## config.mk

```make
export PLATFORM = sky130hd
export DESIGN_NAME = updi_sync_autobaud_detector
export DESIGN_NICKNAME = d
export VERILOG_FILES = /design/src/rtl/usad_pkg.sv /design/src/rtl/updi_sync_autobaud_detector.sv /design/src/rtl/usad_front.sv /design/src/rtl/usad_fifo.sv /design/src/rtl/usad_back.sv
export SDC_FILE = /design/constraint.sdc
export NUM_CORES = 1
export LEC_CHECK = 0
export BUFFER_PORTS_ARGS = -buffer_cell sky130_fd_sc_hd__buf_2
export CORE_UTILIZATION = 40
export DETAILED_ROUTE_END_ITERATION = 10
export GPL_TIMING_DRIVEN = 0
export PLACE_DENSITY = 0.62
export SYNTH_ARGS = -nofsm -noshare
export SYNTH_HDL_FRONTEND = slang
export SYNTH_SLANG_ARGS = --single-unit
```

## constraint.sdc

```tcl
create_clock -name i_clk -period 13.25 [get_ports i_clk]
set_input_delay 1.9875 -clock i_clk [delete_from_list [all_inputs] [get_ports i_clk]]
set_output_delay 1.9875 -clock i_clk [all_outputs]
set_load 0.05 [all_outputs]
```

## src/rtl/usad_pkg.sv

```systemverilog
// Package for the UPDI SYNC autobaud detector.
// Widths, event codes, sequence positions and the result/queue types.
// No dependencies.
package usad_pkg;

    localparam int LEN_BITS = 32;
    localparam int POS_BITS = 48;
    localparam int PH_BITS  = 4;
    localparam int Q_DEPTH  = 2;
    localparam int Q_AW     = $clog2(Q_DEPTH);
    localparam int Q_CW     = $clog2(Q_DEPTH + 1);

    localparam logic [PH_BITS-1:0] PH_IDLE = PH_BITS'(0);
    localparam logic [PH_BITS-1:0] PH_BIT1 = PH_BITS'(1);
    localparam logic [PH_BITS-1:0] PH_BIT8 = PH_BITS'(8);
    localparam logic [PH_BITS-1:0] PH_BIT9 = PH_BITS'(9);

    typedef enum logic [2:0] {
        EV_START  = 3'd0,
        EV_IDLE   = 3'd1,
        EV_WRONG  = 3'd2,
        EV_NARROW = 3'd3,
        EV_WIDE   = 3'd4,
        EV_RATE   = 3'd5,
        EV_SYNC   = 3'd6
    } t_event;

    typedef struct packed {
        t_event               ev;
        logic [POS_BITS-1:0]  position;
        logic [LEN_BITS-1:0]  rate;
    } t_result;

    typedef struct packed {
        logic full;
        logic empty;
    } t_q_status;

endpackage

```

## src/rtl/updi_sync_autobaud_detector.sv

```systemverilog
// UPDI SYNC autobaud detector, top level. One line run is taken per clock
// while the result queue has room; a run that causes a result writes it into
// the queue at its accepting edge, and it passes from there into the output
// register, which drives the output channel. The sustained rate is one run
// per cycle, limited only by output stalls once the two-entry queue and the
// output register are full; input ready then returns after the first result
// drains. The front end holds the sequence position and measured bit width;
// the width checks of a run are combinational compares of twice its length
// against 1x and 3x the expected width.
// Uses usad_pkg, usad_front, usad_fifo and usad_back.
module updi_sync_autobaud_detector
    import usad_pkg::*;
(
    input  logic                i_clk,
    input  logic                i_rst_n,
    input  logic                i_in_valid,
    output logic                o_in_ready,
    input  logic                i_level,
    input  logic [POS_BITS-1:0] i_run_start,
    input  logic [LEN_BITS-1:0] i_run_length,
    output logic                o_out_valid,
    input  logic                i_out_ready,
    output logic [2:0]          o_event_res,
    output logic [POS_BITS-1:0] o_position,
    output logic [LEN_BITS-1:0] o_rate_value
);

    logic      accept;
    logic      push;
    logic      pop;
    t_result   front_res;
    t_result   q_data;
    t_result   out_data;
    t_q_status q_status;

    assign o_in_ready = !q_status.full;
    assign accept     = i_in_valid && o_in_ready;

    usad_front u_front (
        .i_clk        (i_clk),
        .i_rst_n      (i_rst_n),
        .i_accept     (accept),
        .i_level      (i_level),
        .i_run_start  (i_run_start),
        .i_run_length (i_run_length),
        .o_push       (push),
        .o_result     (front_res)
    );

    usad_fifo u_fifo (
        .i_clk    (i_clk),
        .i_rst_n  (i_rst_n),
        .i_push   (push),
        .i_data   (front_res),
        .i_pop    (pop),
        .o_data   (q_data),
        .o_status (q_status)
    );

    usad_back u_back (
        .i_clk      (i_clk),
        .i_rst_n    (i_rst_n),
        .i_q_status (q_status),
        .i_q_data   (q_data),
        .o_pop      (pop),
        .o_valid    (o_out_valid),
        .i_ready    (i_out_ready),
        .o_data     (out_data)
    );

    assign o_event_res  = out_data.ev;
    assign o_position   = out_data.position;
    assign o_rate_value = out_data.rate;

endmodule

```

## src/rtl/usad_front.sv

```systemverilog
// Front end: accepts line runs, tracks the SYNC sequence and classifies runs.
// Pushes at most one result per run into the result queue. Uses usad_pkg.
module usad_front
    import usad_pkg::*;
(
    input  logic                i_clk,
    input  logic                i_rst_n,
    input  logic                i_accept,
    input  logic                i_level,
    input  logic [POS_BITS-1:0] i_run_start,
    input  logic [LEN_BITS-1:0] i_run_length,
    output logic                o_push,
    output t_result             o_result
);

    logic                r_first;
    logic                n_first;
    logic [PH_BITS-1:0]  r_pos;
    logic [PH_BITS-1:0]  n_pos;
    logic [LEN_BITS-1:0] r_width;
    logic [LEN_BITS-1:0] n_width;
    logic [POS_BITS-1:0] r_sync_begin;
    logic [POS_BITS-1:0] n_sync_begin;

    logic [LEN_BITS:0]   expw;
    logic [LEN_BITS+1:0] len2;
    logic [LEN_BITS+2:0] exp3;
    logic                want;
    logic                wrong;
    logic                narrow;
    logic                wide;
    logic                bad;
    t_event              bad_ev;

    // expected width: one bit in bits one to seven, two bits afterwards
    assign expw   = (r_pos >= PH_BIT8) ? {r_width, 1'b0} : {1'b0, r_width};
    assign len2   = {1'b0, i_run_length, 1'b0};
    assign exp3   = {2'b00, expw} + {1'b0, expw, 1'b0};
    assign want   = (r_pos < PH_BIT8) ? r_pos[0] : (r_pos != PH_BIT8);
    assign wrong  = (i_level != want);
    assign narrow = (len2 < {1'b0, expw});
    assign wide   = ({1'b0, len2} > exp3);
    assign bad    = wrong || narrow || wide;
    assign bad_ev = wrong ? EV_WRONG : (narrow ? EV_NARROW : EV_WIDE);

    always_comb begin
        n_first           = r_first;
        n_pos             = r_pos;
        n_width           = r_width;
        n_sync_begin      = r_sync_begin;
        o_push            = 1'b0;
        o_result.ev       = EV_IDLE;
        o_result.position = i_run_start;
        o_result.rate     = '0;
        if (i_accept) begin
            n_first = 1'b1;
            if (!r_first && !i_level) begin
                o_push      = 1'b1;
                o_result.ev = EV_START;
            end else if (r_pos == PH_IDLE) begin
                if (!i_level) begin
                    n_sync_begin = i_run_start;
                    n_width      = i_run_length;
                    n_pos        = PH_BIT1;
                end else begin
                    o_push      = 1'b1;
                    o_result.ev = EV_IDLE;
                end
            end else if (bad) begin
                n_pos        = PH_IDLE;
                n_sync_begin = '0;
                o_push       = 1'b1;
                o_result.ev  = bad_ev;
            end else if (r_pos < PH_BIT8) begin
                n_pos = r_pos + PH_BIT1;
            end else if (r_pos == PH_BIT8) begin
                n_pos         = PH_BIT9;
                o_push        = 1'b1;
                o_result.ev   = EV_RATE;
                o_result.rate = r_width;
            end else begin
                n_pos             = PH_IDLE;
                n_sync_begin      = '0;
                o_push            = 1'b1;
                o_result.ev       = EV_SYNC;
                o_result.position = r_sync_begin;
            end
        end
    end

    always_ff @(posedge i_clk) begin
        if (!i_rst_n) begin
            r_first      <= 1'b0;
            r_pos        <= PH_IDLE;
            r_width      <= '0;
            r_sync_begin <= '0;
        end else begin
            r_first      <= n_first;
            r_pos        <= n_pos;
            r_width      <= n_width;
            r_sync_begin <= n_sync_begin;
        end
    end

`ifndef ASSERT_OFF
    a_pos_range: assert property (@(posedge i_clk) disable iff (!i_rst_n)
        r_pos <= PH_BIT9)
        else $error("sequence position out of range");

    a_rate_only_event5: assert property (@(posedge i_clk) disable iff (!i_rst_n)
        o_push && (o_result.ev != EV_RATE) |-> (o_result.rate == '0))
        else $error("rate reported outside bit 8-9 event");

    a_sync_after_rate: assert property (@(posedge i_clk) disable iff (!i_rst_n)
        o_push && (o_result.ev == EV_SYNC) |-> (r_pos == PH_BIT9))
        else $error("sync reported without preceding bit 8-9");
`endif

endmodule

```

## src/rtl/usad_fifo.sv

```systemverilog
// Small result queue between the front end and the output stage.
// Flip-flop storage, one push and one pop port. Uses usad_pkg.
module usad_fifo
    import usad_pkg::*;
(
    input  logic      i_clk,
    input  logic      i_rst_n,
    input  logic      i_push,
    input  t_result   i_data,
    input  logic      i_pop,
    output t_result   o_data,
    output t_q_status o_status
);

    t_result            r_mem [Q_DEPTH];
    logic [Q_AW-1:0]    r_wr;
    logic [Q_AW-1:0]    r_rd;
    logic [Q_CW-1:0]    r_count;
    logic [Q_AW-1:0]    n_wr;
    logic [Q_AW-1:0]    n_rd;
    logic [Q_CW-1:0]    n_count;

    assign o_data         = r_mem[r_rd];
    assign o_status.full  = (r_count == Q_CW'(Q_DEPTH));
    assign o_status.empty = (r_count == '0);

    always_comb begin
        n_wr    = r_wr;
        n_rd    = r_rd;
        n_count = r_count;
        if (i_push) begin
            n_wr = (r_wr == Q_AW'(Q_DEPTH - 1)) ? '0 : r_wr + Q_AW'(1);
        end
        if (i_pop) begin
            n_rd = (r_rd == Q_AW'(Q_DEPTH - 1)) ? '0 : r_rd + Q_AW'(1);
        end
        if (i_push && !i_pop) begin
            n_count = r_count + Q_CW'(1);
        end else if (!i_push && i_pop) begin
            n_count = r_count - Q_CW'(1);
        end
    end

    always_ff @(posedge i_clk) begin
        if (i_push) begin
            r_mem[r_wr] <= i_data;
        end
    end

    always_ff @(posedge i_clk) begin
        if (!i_rst_n) begin
            r_wr    <= '0;
            r_rd    <= '0;
            r_count <= '0;
        end else begin
            r_wr    <= n_wr;
            r_rd    <= n_rd;
            r_count <= n_count;
        end
    end

`ifndef ASSERT_OFF
    a_no_overflow: assert property (@(posedge i_clk) disable iff (!i_rst_n)
        !(i_push && o_status.full))
        else $error("push into full result queue");

    a_no_underflow: assert property (@(posedge i_clk) disable iff (!i_rst_n)
        !(i_pop && o_status.empty))
        else $error("pop from empty result queue");
`endif

endmodule

```

## src/rtl/usad_back.sv

```systemverilog
// Output stage: drains the result queue into a registered output channel.
// Uses usad_pkg.
module usad_back
    import usad_pkg::*;
(
    input  logic      i_clk,
    input  logic      i_rst_n,
    input  t_q_status i_q_status,
    input  t_result   i_q_data,
    output logic      o_pop,
    output logic      o_valid,
    input  logic      i_ready,
    output t_result   o_data
);

    logic    r_valid;
    logic    n_valid;
    t_result r_data;

    assign o_pop   = !i_q_status.empty && (!r_valid || i_ready);
    assign n_valid = o_pop || (r_valid && !i_ready);
    assign o_valid = r_valid;
    assign o_data  = r_data;

    always_ff @(posedge i_clk) begin
        if (!i_rst_n) begin
            r_valid <= 1'b0;
        end else begin
            r_valid <= n_valid;
        end
    end

    always_ff @(posedge i_clk) begin
        if (o_pop) begin
            r_data <= i_q_data;
        end
    end

`ifndef ASSERT_OFF
    a_no_drop: assert property (@(posedge i_clk) disable iff (!i_rst_n)
        r_valid && !i_ready |-> !o_pop)
        else $error("output register overwritten while stalled");
`endif

endmodule
```

==> flow_summary.toml <==
[power]
pwr-share-seq_pct = 40.3
intPower_w = 0.00236
p_leak_nw = 7.43
switching_share_pct = 35.7
p_comb_share_pct = 31.4
switchingPower_w = 0.00131
vdd_drop_max_mv = 0.0794
power_density_nw_per_um2 = 187
clkPwrFrac_pct = 28.3

[finish]
layout.cells.non_filler = 2098
drive_gt1_share_pct = 27.4
stdcell_area_um2 = 19600
syn_to_final_growth_pct = 18.2
layout.nets = 1716
nFillCells = 3701

[cts]
cts_tree = "built"
clkTransAtPathRegs_ps = 60
cts_hold_buffers = 0
clock_sinks = 339
root_buffer = "clkbuf_16"
clockBufferDepth = 3
clock_latency_ps = 560
post_cts_resized = 0
cts_setup_buffers = 0
htreeDepth = 2
cts_made_buffers = 38

[drt]
detail_route.wl_per_cell_um = 18.3
drtIter0Drc = 674
num_vias = 11064
post-route-drc-count = 0
dr.pass1.iters = 5
routed_via_density = 5.27
postRouteWirelength_um = 38400
ant_nets = 0

[place]
hpwl_um = 27500
gp_congestion = 0.859
placed_cells = 2027
postPlaceCellArea_um2 = 18400
portBuffers = 169

[global_route]
grt_pass1_wl_um = 59800
grt_antenna_before_repair = 1
grt_pass1_vias = 11173
groute.usage.overall_pct = 18.3
gr-total-overflow = 0
grt_max_degree = 26

[run_status]
outcome = "completed"

[setup_path]
crit_top_cell = "o21ai_0"
cp-end-kind = "register"
critPathLaunchType = "register"
worstPathArrival_ps = 9410
worstSetupPathType = "register to register"
rrSetupSlack_ps = 4310
cp.required_ps = 13720
crit_slowest_cell = "o31ai_1"
max_stage_delay_ps = 700
critPathMaxFanout = 10

[timing]
slew_headroom_pct = 43.5
period_share_pct = 67.5
tightest_slew_ps = 846
slew_viol_final = 0
tns_ps = 0
max_clock_freq_mhz = 112
finalHoldViolCount = 0
setup_violations = 0
grt_setup_unrepaired = "no"
period_needed_ps = 8940
clock-skew-final_ps = 27.5
hold_slack_ps = 468

[synthesis]
synth_nets = 1496
synth_edf_count = 249
synth_ff_type = "edfxtp_1"
syn_area_um2 = 16600
yosys_warnings = 0
syn_area_per_cell_um2 = 12.6
yosys_register_bits = 339
async_reset_ff_share_pct = 0
ys_seq_area_share_pct = 55.9
yosys.cell_types.count = 75
postSynthCellCount = 1315

[die]
dieHeight_um = 206
core_area_um2 = 40900
num_io_pins = 170
num_rows = 74
die_x_um = 206
dieArea_um2 = 42300
start_util_pct = 40.6

[flow_run]
cap_violations = 0

[min_path]
worstHoldPathType = "register to register"
-- power by group through the flow --
stage / Clock, W / Combinational (W) / Sequential (W)
global route: 0.00111 / 0.00124 / 0.00150
global placement: 0 / 0.00111 / 0.00155
floorplan: 0 / 0.000412 / 0.00194
CTS: 0.00107 / 0.00117 / 0.00148
finish: 0.00104 / 0.00115 / 0.00148
detailed placement: 0 / 0.00116 / 0.00151
-- Yosys cell counts, types with 3 or more instances --
| library cell | instances | area (µm²) |
|---|---|---|
| edfxtp_1 | 249 | 7480 |
| mux2_2 | 157 | 1770 |
| nand2_1 | 125 | 469 |
| ha_1 | 95 | 1190 |
| dfxtp_1 | 90 | 1800 |
| a21oi_1 | 64 | 320 |
| inv_1 | 51 | 191 |
| a22o_1 | 49 | 429 |
| and2_1 | 40 | 250 |
| clkbuf_1 | 39 | 146 |
| a21boi_0 | 35 | 263 |
| o21ai_0 | 34 | 170 |
| nor2_1 | 33 | 124 |
| a21o_1 | 25 | 188 |
| xnor2_1 | 17 | 149 |
| nand4_1 | 15 | 93.8 |
| nand3_1 | 13 | 65.1 |
| xor2_1 | 13 | 114 |
| nand2b_1 | 11 | 68.8 |
| nor3_1 | 11 | 55.1 |
| nor2b_1 | 10 | 62.6 |
| o211ai_1 | 9 | 67.6 |
| a31oi_1 | 7 | 43.8 |
| o21bai_1 | 7 | 52.6 |
| a211oi_1 | 6 | 45.0 |
| or3_1 | 6 | 37.5 |
| and3_1 | 5 | 31.3 |
| buf_1 | 5 | 18.8 |
| nor4_1 | 5 | 31.3 |
| o21a_1 | 5 | 37.5 |
| a221oi_1 | 4 | 35.0 |
| buf_2 | 4 | 20.0 |
| buf_6 | 4 | 45.0 |
| mux2i_1 | 4 | 40.0 |
| o31a_1 | 4 | 35.0 |
| a211o_1 | 3 | 26.3 |
| a221o_1 | 3 | 30.0 |
| a31o_2 | 3 | 26.3 |
| buf_4 | 3 | 22.5 |
| o21ai_1 | 3 | 15.0 |
| o22ai_1 | 3 | 18.8 |
| o31ai_1 | 3 | 22.5 |
| o41ai_1 | 3 | 26.3 |
-- through the flow --
stage	util (%)	worst slack, ps	total power [W]
2_1_floorplan	-	3740	0.00235
3_3_place_gp	44.3	-647	0.00266
3_5_place_dp	44.9	4290	0.00267
4_1_cts	47.9	4240	0.00372
5_1_grt	48.0	3710	0.00385
6_report	48.0	4310	0.00367
-- cell families (layout without fill, tap and decap cells) --
| group | Yosys count | count (layout) | share of synthesized area, % |
|---|---|---|---|
| buffers and inverters | 108 | 358 | 2.86 |
| AO/OA/AOI/OAI | 293 | 293 | 12.9 |
| XOR/XNOR | 31 | 31 | 1.68 |
| AND/OR/NAND/NOR | 283 | 283 | 8.24 |
| adder cells (fa/ha/maj) | 97 | 97 | 7.35 |
| other | 0 | 1 | 0 |
| multiplexers | 164 | 164 | 11.1 |
| flip-flops | 339 | 339 | 55.9 |
-- path summary, 6_finish.rpt --
check,from,endpoint,cells after the start
hold reg to reg,u_front.r_sync_begin[33],u_front.r_sync_begin[33],1
setup / recovery,u_front.r_pos[3],u_fifo.r_count[1],28
hold / removal,u_front.r_sync_begin[33],u_front.r_sync_begin[33],1
setup reg to reg,u_front.r_pos[3],u_fifo.r_count[1],28
-- cell usage in the layout (no fill, tap or decap), types with 5 or more instances in the layout --
cell type,instances
a31oi_1,7
nand2_1,125
xor2_1,13
nand2b_1,11
buf_12,7
edfxtp_1,249
nor2_1,30
o21ai_0,34
a211oi_1,6
clkinv_1,5
buf_1,5
clkbuf_1,46
o21bai_1,7
nor3_1,11
a21oi_1,64
o211ai_1,9
clkbuf_16,38
o21a_1,5
nand4_1,15
nand3_1,13
and3_1,5
mux2_2,157
or3_1,6
nor2b_1,10
nor4_1,5
xnor2_1,17
buf_2,173
a22o_1,49
a21boi_0,35
a21o_1,25
and2_1,40
clkinv_2,7
ha_1,95
inv_1,51
dfxtp_1,90
-- worst max-delay path, delay by kind of cell (launching register included) --
family                   cells  cell delay, ps
adder cells (fa/ha/maj)      4            1400
XOR/XNOR                     1             170
flip-flops                   1             310
multiplexers                 1             440
buffers and inverters        5            1860
AO/OA/AOI/OAI               12            3110
AND/OR/NAND/NOR              5            1570
-- state kept, by name, indices dropped and copies added (netlist names) --
signal	flops
u_back.o_valid	1
u_front.r_first	1
u_back.o_data	83
u_fifo.r_rd	1
u_front.r_width	32
u_front.r_sync_begin	48
u_front.r_pos	4
u_fifo.r_mem	166
u_fifo.r_wr	1
u_fifo.r_count	2
-- layer usage --
| layer | part of all wire, % | track usage, % | up-vias |
|---|---|---|---|
| met5 | 0 | 0 | - |
| met4 | 1.8 | 5.53 | 0 |
| met3 | 4.7 | 2.58 | 45 |
| met2 | 48 | 31.3 | 245 |
| met1 | 45 | 23.8 | 5371 |
| li1 | - | - | 5403 |
-- layout make-up --
| class | count | area, µm² | area share [%] |
|---|---|---|---|
| multi-input cells | 868 | 6870 | 35.0 |
| clock inverters | 21 | 201 | 1.03 |
| diodes | 1 | 2.50 | 0.0128 |
| inverters | 51 | 191 | 0.975 |
| well taps | 532 | 666 | 3.39 |
| clock buffers | 49 | 1030 | 5.26 |
| flip-flops and latches | 339 | 9280 | 47.3 |
| repair buffers | 180 | 1100 | 5.58 |
| plain buffers | 57 | 283 | 1.44 |
(Power assumes the default switching activity.)
